File: config.mk
export PLATFORM = sky130hd
export DESIGN_NAME = tcp_congestion_window_fsm
export DESIGN_NICKNAME = d
export VERILOG_FILES = /design/src/rtl/tcw_pkg.sv /design/src/rtl/tcp_congestion_window_fsm.sv /design/src/rtl/tcw_cfg.sv /design/src/rtl/tcw_step.sv
export SDC_FILE = /design/constraint.sdc
export NUM_CORES = 1
export LEC_CHECK = 0
export BUFFER_PORTS_ARGS = -buffer_cell sky130_fd_sc_hd__buf_2
export CELL_PAD_IN_SITES_DETAIL_PLACEMENT = 0
export CELL_PAD_IN_SITES_GLOBAL_PLACEMENT = 1
export CORE_AREA = 2 2 244 246
export DETAILED_ROUTE_END_ITERATION = 6
export DIE_AREA = 0 0 246 248
export PLACE_DENSITY_LB_ADDON = 0.1
export SLEW_MARGIN = 10
export SYNTH_ARGS = -nofsm -noshare
export SYNTH_HDL_FRONTEND = slang
export SYNTH_HIERARCHICAL = 1
export SYNTH_SLANG_ARGS = --single-unit
File: constraint.sdc
create_clock -name clk -period 8.15 [get_ports clk]
set_input_delay 0.4075 -clock clk [delete_from_list [all_inputs] [get_ports clk]]
set_output_delay 0.4075 -clock clk [all_outputs]
set_load 0.02 [all_outputs]
File: src/rtl/tcw_pkg.sv
// ----------------------------------------------------------------------------
// tcw_pkg: shared types and constants of the congestion window controller
// Event codes, phase encoding, controller state and result records, and the
// small arithmetic helpers used by the update logic.
// ----------------------------------------------------------------------------
package tcw_pkg;

	localparam int unsigned WORD_W     = 32;
	localparam int unsigned INIT_WIN_W = 16;
	localparam int unsigned CFG_IDX_W  = 2;
	localparam int unsigned IN_DATA_W  = 3 * WORD_W;
	localparam int unsigned OUT_DATA_W = 72;

	localparam logic [INIT_WIN_W-1:0] DEF_INIT_WINDOW    = 16'd4;
	localparam logic [WORD_W-1:0]     DEF_INIT_THRESHOLD = 32'd4096;
	localparam logic [WORD_W-1:0]     ALL_ONES           = '1;
	localparam logic [WORD_W-1:0]     MIN_THRESHOLD      = 32'd2;
	localparam logic [WORD_W-1:0]     RETX_BUMP          = 32'd3;
	localparam logic [WORD_W-1:0]     TIMEOUT_WINDOW     = 32'd1;
	localparam logic [1:0]            DUP_LIMIT          = 2'd3;

	// configuration register indexes
	localparam logic [CFG_IDX_W-1:0] CFG_INIT_WINDOW    = 2'd0;
	localparam logic [CFG_IDX_W-1:0] CFG_INIT_THRESHOLD = 2'd1;

	// event kinds carried in the input tuser
	typedef enum logic [1:0] {
		MODE_ACK     = 2'd0,
		MODE_TIMEOUT = 2'd1,
		MODE_CONFIRM = 2'd2,
		MODE_QUERY   = 2'd3
	} mode_t;

	// controller phase, one-hot internally
	typedef enum logic [3:0] {
		PH_SLOW  = 4'b0001,
		PH_AVOID = 4'b0010,
		PH_RETX  = 4'b0100,
		PH_RECOV = 4'b1000
	} phase_t;

	// external phase codes
	localparam logic [1:0] PCODE_SLOW  = 2'd0;
	localparam logic [1:0] PCODE_AVOID = 2'd1;
	localparam logic [1:0] PCODE_RETX  = 2'd2;
	localparam logic [1:0] PCODE_RECOV = 2'd3;

	typedef struct packed {
		logic [WORD_W-1:0] window;
		logic [WORD_W-1:0] threshold;
		phase_t            phase;
		logic [1:0]        dup_count;
		logic [WORD_W-1:0] prev_ack;
		logic [WORD_W-1:0] timeout_ack;
		logic [WORD_W-1:0] acked_in_round;
	} cc_state_t;

	typedef struct packed {
		logic [WORD_W-1:0] window_size;
		logic [WORD_W-1:0] threshold;
		logic [1:0]        phase;
		logic              confirmed;
		logic              send_allowed;
	} cc_result_t;

	// restart request from the configuration side
	typedef struct packed {
		logic                  load;
		logic [INIT_WIN_W-1:0] window;
		logic [WORD_W-1:0]     threshold;
	} cfg_load_t;

	function automatic logic [1:0] phase_code(input phase_t ph);
		logic [1:0] code;
		case (ph)
			PH_SLOW:  code = PCODE_SLOW;
			PH_AVOID: code = PCODE_AVOID;
			PH_RETX:  code = PCODE_RETX;
			PH_RECOV: code = PCODE_RECOV;
			default:  code = PCODE_SLOW;
		endcase
		return code;
	endfunction

	function automatic logic [WORD_W-1:0] sat_inc(input logic [WORD_W-1:0] v);
		return (v == ALL_ONES) ? v : v + 32'd1;
	endfunction

	function automatic logic [WORD_W-1:0] halve(input logic [WORD_W-1:0] win);
		return (win > MIN_THRESHOLD) ? (win >> 1) : MIN_THRESHOLD;
	endfunction

	// state right after reset or a configuration write
	function automatic cc_state_t fresh_state(input logic [INIT_WIN_W-1:0] win,
			input logic [WORD_W-1:0] thr);
		cc_state_t s;
		s.window         = {{(WORD_W-INIT_WIN_W){1'b0}}, win};
		s.threshold      = thr;
		s.phase          = PH_SLOW;
		s.dup_count      = 2'd0;
		s.prev_ack       = ALL_ONES;
		s.timeout_ack    = ALL_ONES;
		s.acked_in_round = '0;
		return s;
	endfunction

endpackage

File: src/rtl/tcp_congestion_window_fsm.sv
// ----------------------------------------------------------------------------
// tcp_congestion_window_fsm: Reno-style congestion window controller
// Input register, combinational state update and a result register.
// ----------------------------------------------------------------------------
// Usage:
// Each request on the s_axis channel is one event: an ack arrival, a timeout,
// a retransmit confirmation or a send query, selected by s_axis_tuser. Every
// request yields exactly one result on m_axis with the window, threshold and
// phase after the event, plus the confirm and send-allowed flags.
// An accepted request is loaded into the input register, and m_axis_tvalid
// rises when the result register is loaded from it.
// Throughput is one request per cycle while m_axis_tready is high; the state
// lives in a single register updated by the update logic, which sets that rate.
// While the receiver stalls, the finished result waits in the result register
// and one more request is held in the input register; s_axis_tready then
// drops until m_axis_tready returns.
// Reset loads window 4 and threshold 4096 in slow start. A write to a known cfg
// register stores it and restarts the controller with the new values in the
// same cycle; writes are always accepted. The user must make writes only while
// no request is in flight; the block itself does not enforce this.
// ----------------------------------------------------------------------------
module tcp_congestion_window_fsm (
	input  logic                              clk,
	input  logic                              arst_n,
	// tdata: ack_number, window_base, next_sequence
	input  logic [tcw_pkg::IN_DATA_W-1:0]     s_axis_tdata,
	// tuser: mode
	input  logic [1:0]                        s_axis_tuser,
	input  logic                              s_axis_tvalid,
	output logic                              s_axis_tready,
	// tdata: window_size, threshold, phase, confirmed, send_allowed, zero pad
	output logic [tcw_pkg::OUT_DATA_W-1:0]    m_axis_tdata,
	output logic                              m_axis_tvalid,
	input  logic                              m_axis_tready,
	input  logic                              cfg_valid,
	output logic                              cfg_ready,
	input  logic [tcw_pkg::CFG_IDX_W-1:0]     cfg_index,
	input  logic [tcw_pkg::WORD_W-1:0]        cfg_data
);
	import tcw_pkg::*;

	localparam int unsigned PAD_W = OUT_DATA_W - (3 * WORD_W - WORD_W + 4);

	cfg_load_t         restart;
	cc_state_t         state_q;
	cc_state_t         state_nxt;
	cc_result_t        res;
	logic              valid_s1;
	mode_t             mode_s1;
	logic [WORD_W-1:0] ack_s1;
	logic [WORD_W-1:0] base_s1;
	logic [WORD_W-1:0] next_s1;
	logic              out_valid_q;
	cc_result_t        out_q;
	logic              advance;

	tcw_cfg u_cfg (
		.clk       (clk),
		.arst_n    (arst_n),
		.cfg_valid (cfg_valid),
		.cfg_ready (cfg_ready),
		.cfg_index (cfg_index),
		.cfg_data  (cfg_data),
		.restart   (restart)
	);

	tcw_step u_step (
		.cur           (state_q),
		.mode          (mode_s1),
		.ack_number    (ack_s1),
		.window_base   (base_s1),
		.next_sequence (next_s1),
		.nxt           (state_nxt),
		.res           (res)
	);

	// the input stage moves on when the result register is free or draining
	assign advance       = valid_s1 && (!out_valid_q || m_axis_tready);
	assign s_axis_tready = !valid_s1 || advance;

	// input register
	always_ff @(posedge clk or negedge arst_n) begin
		if (!arst_n)
			valid_s1 <= 1'b0;
		else if (s_axis_tready)
			valid_s1 <= s_axis_tvalid;
	end

	always_ff @(posedge clk) begin
		if (s_axis_tready && s_axis_tvalid) begin
			mode_s1 <= mode_t'(s_axis_tuser);
			ack_s1  <= s_axis_tdata[WORD_W-1:0];
			base_s1 <= s_axis_tdata[2*WORD_W-1:WORD_W];
			next_s1 <= s_axis_tdata[3*WORD_W-1:2*WORD_W];
		end
	end

	// controller state
	always_ff @(posedge clk or negedge arst_n) begin
		if (!arst_n)
			state_q <= fresh_state(DEF_INIT_WINDOW, DEF_INIT_THRESHOLD);
		else if (restart.load)
			state_q <= fresh_state(restart.window, restart.threshold);
		else if (advance)
			state_q <= state_nxt;
	end

	// result register
	always_ff @(posedge clk or negedge arst_n) begin
		if (!arst_n)
			out_valid_q <= 1'b0;
		else if (advance)
			out_valid_q <= 1'b1;
		else if (m_axis_tready)
			out_valid_q <= 1'b0;
	end

	always_ff @(posedge clk) begin
		if (advance)
			out_q <= res;
	end

	assign m_axis_tvalid = out_valid_q;
	assign m_axis_tdata  = {{PAD_W{1'b0}}, out_q.send_allowed, out_q.confirmed,
		out_q.phase, out_q.threshold, out_q.window_size};

`ifndef SYNTHESIS
	// recovery phases are only reached with the duplicate count saturated
	a_recov_dup: assert property (@(posedge clk) disable iff (!arst_n)
		(state_q.phase == PH_RETX || state_q.phase == PH_RECOV)
		|-> state_q.dup_count == DUP_LIMIT)
		else $error("recovery phase without three duplicates");

	// a held input request is not lost while the result register is stalled
	a_hold_s1: assert property (@(posedge clk) disable iff (!arst_n)
		valid_s1 && out_valid_q && !m_axis_tready |=> valid_s1)
		else $error("input stage dropped a request under stall");

	// a confirmed retransmit always reports the recovery phase
	a_confirm_phase: assert property (@(posedge clk) disable iff (!arst_n)
		out_valid_q && out_q.confirmed |-> out_q.phase == PCODE_RECOV)
		else $error("confirm flag without recovery phase");

	// the two flags belong to different events
	a_flags_excl: assert property (@(posedge clk) disable iff (!arst_n)
		out_valid_q |-> !(out_q.confirmed && out_q.send_allowed))
		else $error("confirm and send flags both set");

	// state moves only with a processed request or a restart
	a_state_quiet: assert property (@(posedge clk) disable iff (!arst_n)
		!$past(advance) && !$past(restart.load) |-> $stable(state_q))
		else $error("controller state changed without a request");
`endif

endmodule

File: src/rtl/tcw_cfg.sv
// ----------------------------------------------------------------------------
// tcw_cfg: configuration registers
// Holds the initial window and threshold and raises a restart request with
// the new values on every accepted write to a known register.
// ----------------------------------------------------------------------------
module tcw_cfg (
	input  logic                          clk,
	input  logic                          arst_n,
	input  logic                          cfg_valid,
	output logic                          cfg_ready,
	input  logic [tcw_pkg::CFG_IDX_W-1:0] cfg_index,
	input  logic [tcw_pkg::WORD_W-1:0]    cfg_data,
	output tcw_pkg::cfg_load_t            restart
);
	import tcw_pkg::*;

	logic [INIT_WIN_W-1:0] init_window_q;
	logic [WORD_W-1:0]     init_threshold_q;
	logic                  wr_win;
	logic                  wr_thr;

	// writes are always taken
	assign cfg_ready = 1'b1;
	assign wr_win    = cfg_valid && (cfg_index == CFG_INIT_WINDOW);
	assign wr_thr    = cfg_valid && (cfg_index == CFG_INIT_THRESHOLD);

	always_ff @(posedge clk or negedge arst_n) begin
		if (!arst_n) begin
			init_window_q    <= DEF_INIT_WINDOW;
			init_threshold_q <= DEF_INIT_THRESHOLD;
		end else begin
			if (wr_win)
				init_window_q <= cfg_data[INIT_WIN_W-1:0];
			if (wr_thr)
				init_threshold_q <= cfg_data;
		end
	end

	// restart values include the register being written this cycle
	always_comb begin
		restart.load      = wr_win || wr_thr;
		restart.window    = wr_win ? cfg_data[INIT_WIN_W-1:0] : init_window_q;
		restart.threshold = wr_thr ? cfg_data : init_threshold_q;
	end

endmodule

File: src/rtl/tcw_step.sv
// ----------------------------------------------------------------------------
// tcw_step: per-event update logic
// Combinational next state and result for one event against the current
// controller state.
// ----------------------------------------------------------------------------
module tcw_step (
	input  tcw_pkg::cc_state_t         cur,
	input  tcw_pkg::mode_t             mode,
	input  logic [tcw_pkg::WORD_W-1:0] ack_number,
	input  logic [tcw_pkg::WORD_W-1:0] window_base,
	input  logic [tcw_pkg::WORD_W-1:0] next_sequence,
	output tcw_pkg::cc_state_t         nxt,
	output tcw_pkg::cc_result_t        res
);
	import tcw_pkg::*;

	logic [WORD_W-1:0] win_inc;
	logic [WORD_W-1:0] half_thr;
	logic [WORD_W-1:0] ack_delta;
	logic [WORD_W:0]   round_sum;
	logic [WORD_W-1:0] round_sat;
	logic [1:0]        dup_inc;
	logic              confirmed;
	logic              allowed;

	assign win_inc   = sat_inc(cur.window);
	assign half_thr  = halve(cur.window);
	assign ack_delta = ack_number - cur.prev_ack;
	assign round_sum = {1'b0, cur.acked_in_round} + {1'b0, ack_delta};
	assign round_sat = round_sum[WORD_W] ? ALL_ONES : round_sum[WORD_W-1:0];
	assign dup_inc   = (cur.dup_count == DUP_LIMIT) ? DUP_LIMIT : cur.dup_count + 2'd1;

	always_comb begin
		nxt       = cur;
		confirmed = 1'b0;
		allowed   = 1'b0;
		case (mode)
			MODE_ACK: begin
				if (ack_number == cur.prev_ack) begin
					// duplicate ack
					if (cur.phase == PH_RETX || cur.phase == PH_RECOV) begin
						nxt.window = win_inc;
					end else begin
						nxt.dup_count = dup_inc;
						if (dup_inc == DUP_LIMIT) begin
							nxt.threshold = half_thr;
							nxt.window    = half_thr + RETX_BUMP;
							nxt.phase     = PH_RETX;
						end
					end
				end else begin
					// new ack
					nxt.dup_count = 2'd0;
					nxt.prev_ack  = ack_number;
					case (cur.phase)
						PH_SLOW: begin
							nxt.window = win_inc;
							if (win_inc >= cur.threshold) begin
								nxt.phase          = PH_AVOID;
								nxt.acked_in_round = '0;
							end
						end
						PH_AVOID: begin
							if (round_sat >= cur.window) begin
								nxt.window         = win_inc;
								nxt.acked_in_round = '0;
							end else begin
								nxt.acked_in_round = round_sat;
							end
						end
						default: begin
							// leaving recovery: deflate to threshold
							nxt.window         = cur.threshold;
							nxt.phase          = PH_AVOID;
							nxt.acked_in_round = '0;
						end
					endcase
				end
			end
			MODE_TIMEOUT: begin
				// threshold is cut only once per ack value
				if (ack_number != cur.timeout_ack) begin
					nxt.timeout_ack = ack_number;
					nxt.threshold   = half_thr;
				end
				nxt.dup_count = 2'd0;
				nxt.window    = TIMEOUT_WINDOW;
				nxt.phase     = PH_SLOW;
			end
			MODE_CONFIRM: begin
				if (cur.phase == PH_RETX) begin
					nxt.phase = PH_RECOV;
					confirmed = 1'b1;
				end
			end
			MODE_QUERY: begin
				allowed = (next_sequence - window_base) < cur.window;
			end
			default: begin
				nxt = cur;
			end
		endcase
	end

	always_comb begin
		res.window_size  = nxt.window;
		res.threshold    = nxt.threshold;
		res.phase        = phase_code(nxt.phase);
		res.confirmed    = confirmed;
		res.send_allowed = allowed;
	end

endmodule
==> out/metrics.csv <==
metric,value,unit
status,"complete, no violations",
max_clock_freq,130,MHz
diodes,0,
start_util,47.3,%
port-buffer-count,206,
r2r_start,state_q[64]$_DFFE_PN1P_,
drt-total-wl,97900,um
layout_commonest_cell,a21oi_1,
synth-edff-count,166,
relSlewSlack,27.6,%
dp_hpwl,66600,um
end_kind,flip-flop,
yosysUniqueCellTypes,105,
grt_max_degree,129,
cts-root-buf,clkbuf_16,
finalPower,0.00767,W
pin_count,212,
power.density,244,nW/um^2
clockBufferDepth,3,
crit_fanout,12,
core_area,58500,um^2
crit_required,8.69,ns
cts_tree,built,
synth_area,27700,um^2
ys_seq_elements,382,
drive_gt1_share,17.9,%
num-nets-final,3466,
ys.flop_type,edfxtp_1,
maxCapViolations,0,
die_area,61000,um^2
yosysWarningCount,6,
syn_inst,2980,
cts_sinks,382,
p_leak,13.4,nW
cp.arrival,8.25,ns
crit_type,flip-flop to flip-flop,
postRouteAntennaNets,0,
antenna_found_initial,2,
drtIter0Drc,2204,
synth-seq-area-share,37.9,%
slowest_stage,dfstp_2,
via_per_inst,6.18,
finalHoldViolCount,0,
drv_slew,0,
gp_congestion,0.978,
fillers,5385,
grt_pass1_vias,23700,
min_period_over_period,94.5,%
dr_total_vias,24400,
r2r_end,state_q[140]$_DFFE_PN0P_,
insertion_delay,0.62,ns
cts.clk_slew.worst_paths,0.07,ns
hold_slack,0.0526,ns
rows,89,
period_minus_slack,7.70,ns
start_kind,flip-flop,
wire_per_inst,24.8,um
gr-total-overflow,0,
htree_levels,2,
drt_pre_antenna_iters,7,
die_h,248,um
critPathMaxStageDelay,0.55,ns
die_w,246,um
fin_worst_skew,0.0226,ns
worst_slew_pin_slew,1.09,ns
peakVddDrop,0.204,mV
gr-usage-all-layers,31.5,%
grt_pass1_wl,146000,um
setup_viol,0,
cts_buffers,45,
hp-class,input port to flip-flop,
ys_async_sr_fraction,56.5,%
regToRegSetupSlack,0.45,ns
hold_depth,2,
syn_to_final_growth,13.6,%
reg2reg_depth,36,
layout_common_cells,"256 x a21oi_1, 252 x o21ai_0, 205 x buf_2",
holdPathEnd,u_cfg/init_threshold_q[25]$_DFF_PN0_,
drc_errors,0,
syn_area_per_cell,9.28,um^2
worstHoldStart,cfg_data[25],
## registers in the layout, summed over array words and instances, names as in the netlist
register	flops
u_cfg/init_threshold_q	32
next_s1	32
m_axis_tvalid	1
mode_s1	2
m_axis_tdata	68
base_s1	32
valid_s1	1
u_cfg/init_window_q	16
state_q	166
ack_s1	32
## power breakdown
part           switching (W)  internal, W
Combinational        0.00177      0.00119
Sequential          0.000257      0.00233
Clock               0.000897      0.00122
Total                0.00293      0.00474
## worst max-delay path, delay by kind of cell (launching register included)
family	cells	cell delay, ns
AOI/OAI and AO/OA	22	4.09
DFF	1	0.55
adders and majority gates	4	1.10
xor gates and xnor gates	1	0.10
and+or+nand+nor	5	1.18
buffers and inverters	4	0.59
## stage by stage
stage | std cells | setup slack, ns | util, % | TNS (ns) | cell area (um^2)
after floorplan | 2983 | 0.987 | - | 0 | 27700
after global placement | 3757 | 0.0454 | 49.2 | 0 | 28800
after detailed placement | 3757 | 0.0125 | 49.2 | 0 | 28800
after CTS | 3941 | 0.0408 | 53.5 | 0 | 31300
after global routing | 3944 | -0.00546 | 53.7 | -0.00546 | 31400
final | 3944 | 0.447 | 53.7 | 0 | 31400
## layer usage
metal  up-vias  part of all wire [%]  routed length, um  GRT usage [%]
li1      11200                     -                  -              -
met2       904                    48              47000           52.9
met4         0                   4.9               4800           14.9
met5         -                     0                  0              0
met3       198                   5.7               5540           3.93
met1     12000                    41              40600           40.5
## timing repair
item                                    CTS  global route
hold buffers                            100             0
pin swaps                                 0             6
hold endpoints to repair                185             0
endpoints found under the setup margin    2            93
setup buffers                             0             2
cloned                                    0             1
resized for setup                         2            20
## area by class of cell
type,count,area (um^2),share of cell area (%)
well taps,773,967,3.08
multi-input cells,2177,15200,48.5
flip-flops and latches,382,10500,33.4
repair buffers,370,2620,8.33
inverters,158,596,1.90
clock inverters,25,320,1.02
clock buffers,59,1210,3.85
## cells by family (layout without fill, tap and decap cells)
kind of cell	count (synthesis)	count (layout)	synth area share [%]
compound gates	992	992	23.1
xor+xnor	161	161	5.15
fa+ha+maj	195	195	8.90
buf+inv	424	612	7.58
flops	382	382	37.9
mux	88	88	3.55
other cells	2	5	0.0271
simple gates	736	736	13.8
## worst max-delay path by stage
| stage | from | to |
|---|---|---|
| 2_1_floorplan | state_q[64]$_DFFE_PN1P_ | m_axis_tdata[26]$_DFFE_PP_ |
| 3_3_place_gp | state_q[64]$_DFFE_PN1P_ | state_q[151]$_DFFE_PN0P_ |
| 5_1_grt | state_q[64]$_DFFE_PN1P_ | state_q[140]$_DFFE_PN0P_ |
| 3_5_place_dp | state_q[64]$_DFFE_PN1P_ | state_q[151]$_DFFE_PN0P_ |
| 4_1_cts | state_q[64]$_DFFE_PN1P_ | state_q[157]$_DFFE_PN0P_ |
| 6_report | state_q[64]$_DFFE_PN1P_ | state_q[140]$_DFFE_PN0P_ |
## cell usage after synthesis, drive strengths merged, types with 17 or more instances
cell	number	area, um^2
o211ai	24	180
dfstp	69	1810
nor2	124	475
edfxtp	166	4980
a21o	61	458
nor2b	64	400
mux2	80	901
nand4	35	225
nor4	26	199
clkbuf	114	460
ha	192	2400
o31ai	26	209
buf	152	1040
a211oi	30	225
a211o	71	622
a21oi	262	1320
nand3	111	556
and3	73	457
dfrtp	147	3680
nor3	40	200
inv	153	574
nand2b	20	133
xnor2	99	882
o21ai	270	1360
nand2	192	771
o21bai	17	128
a22o	36	315
xor2	62	543
a31oi	68	432
Power figures use the tool's default switching activity.
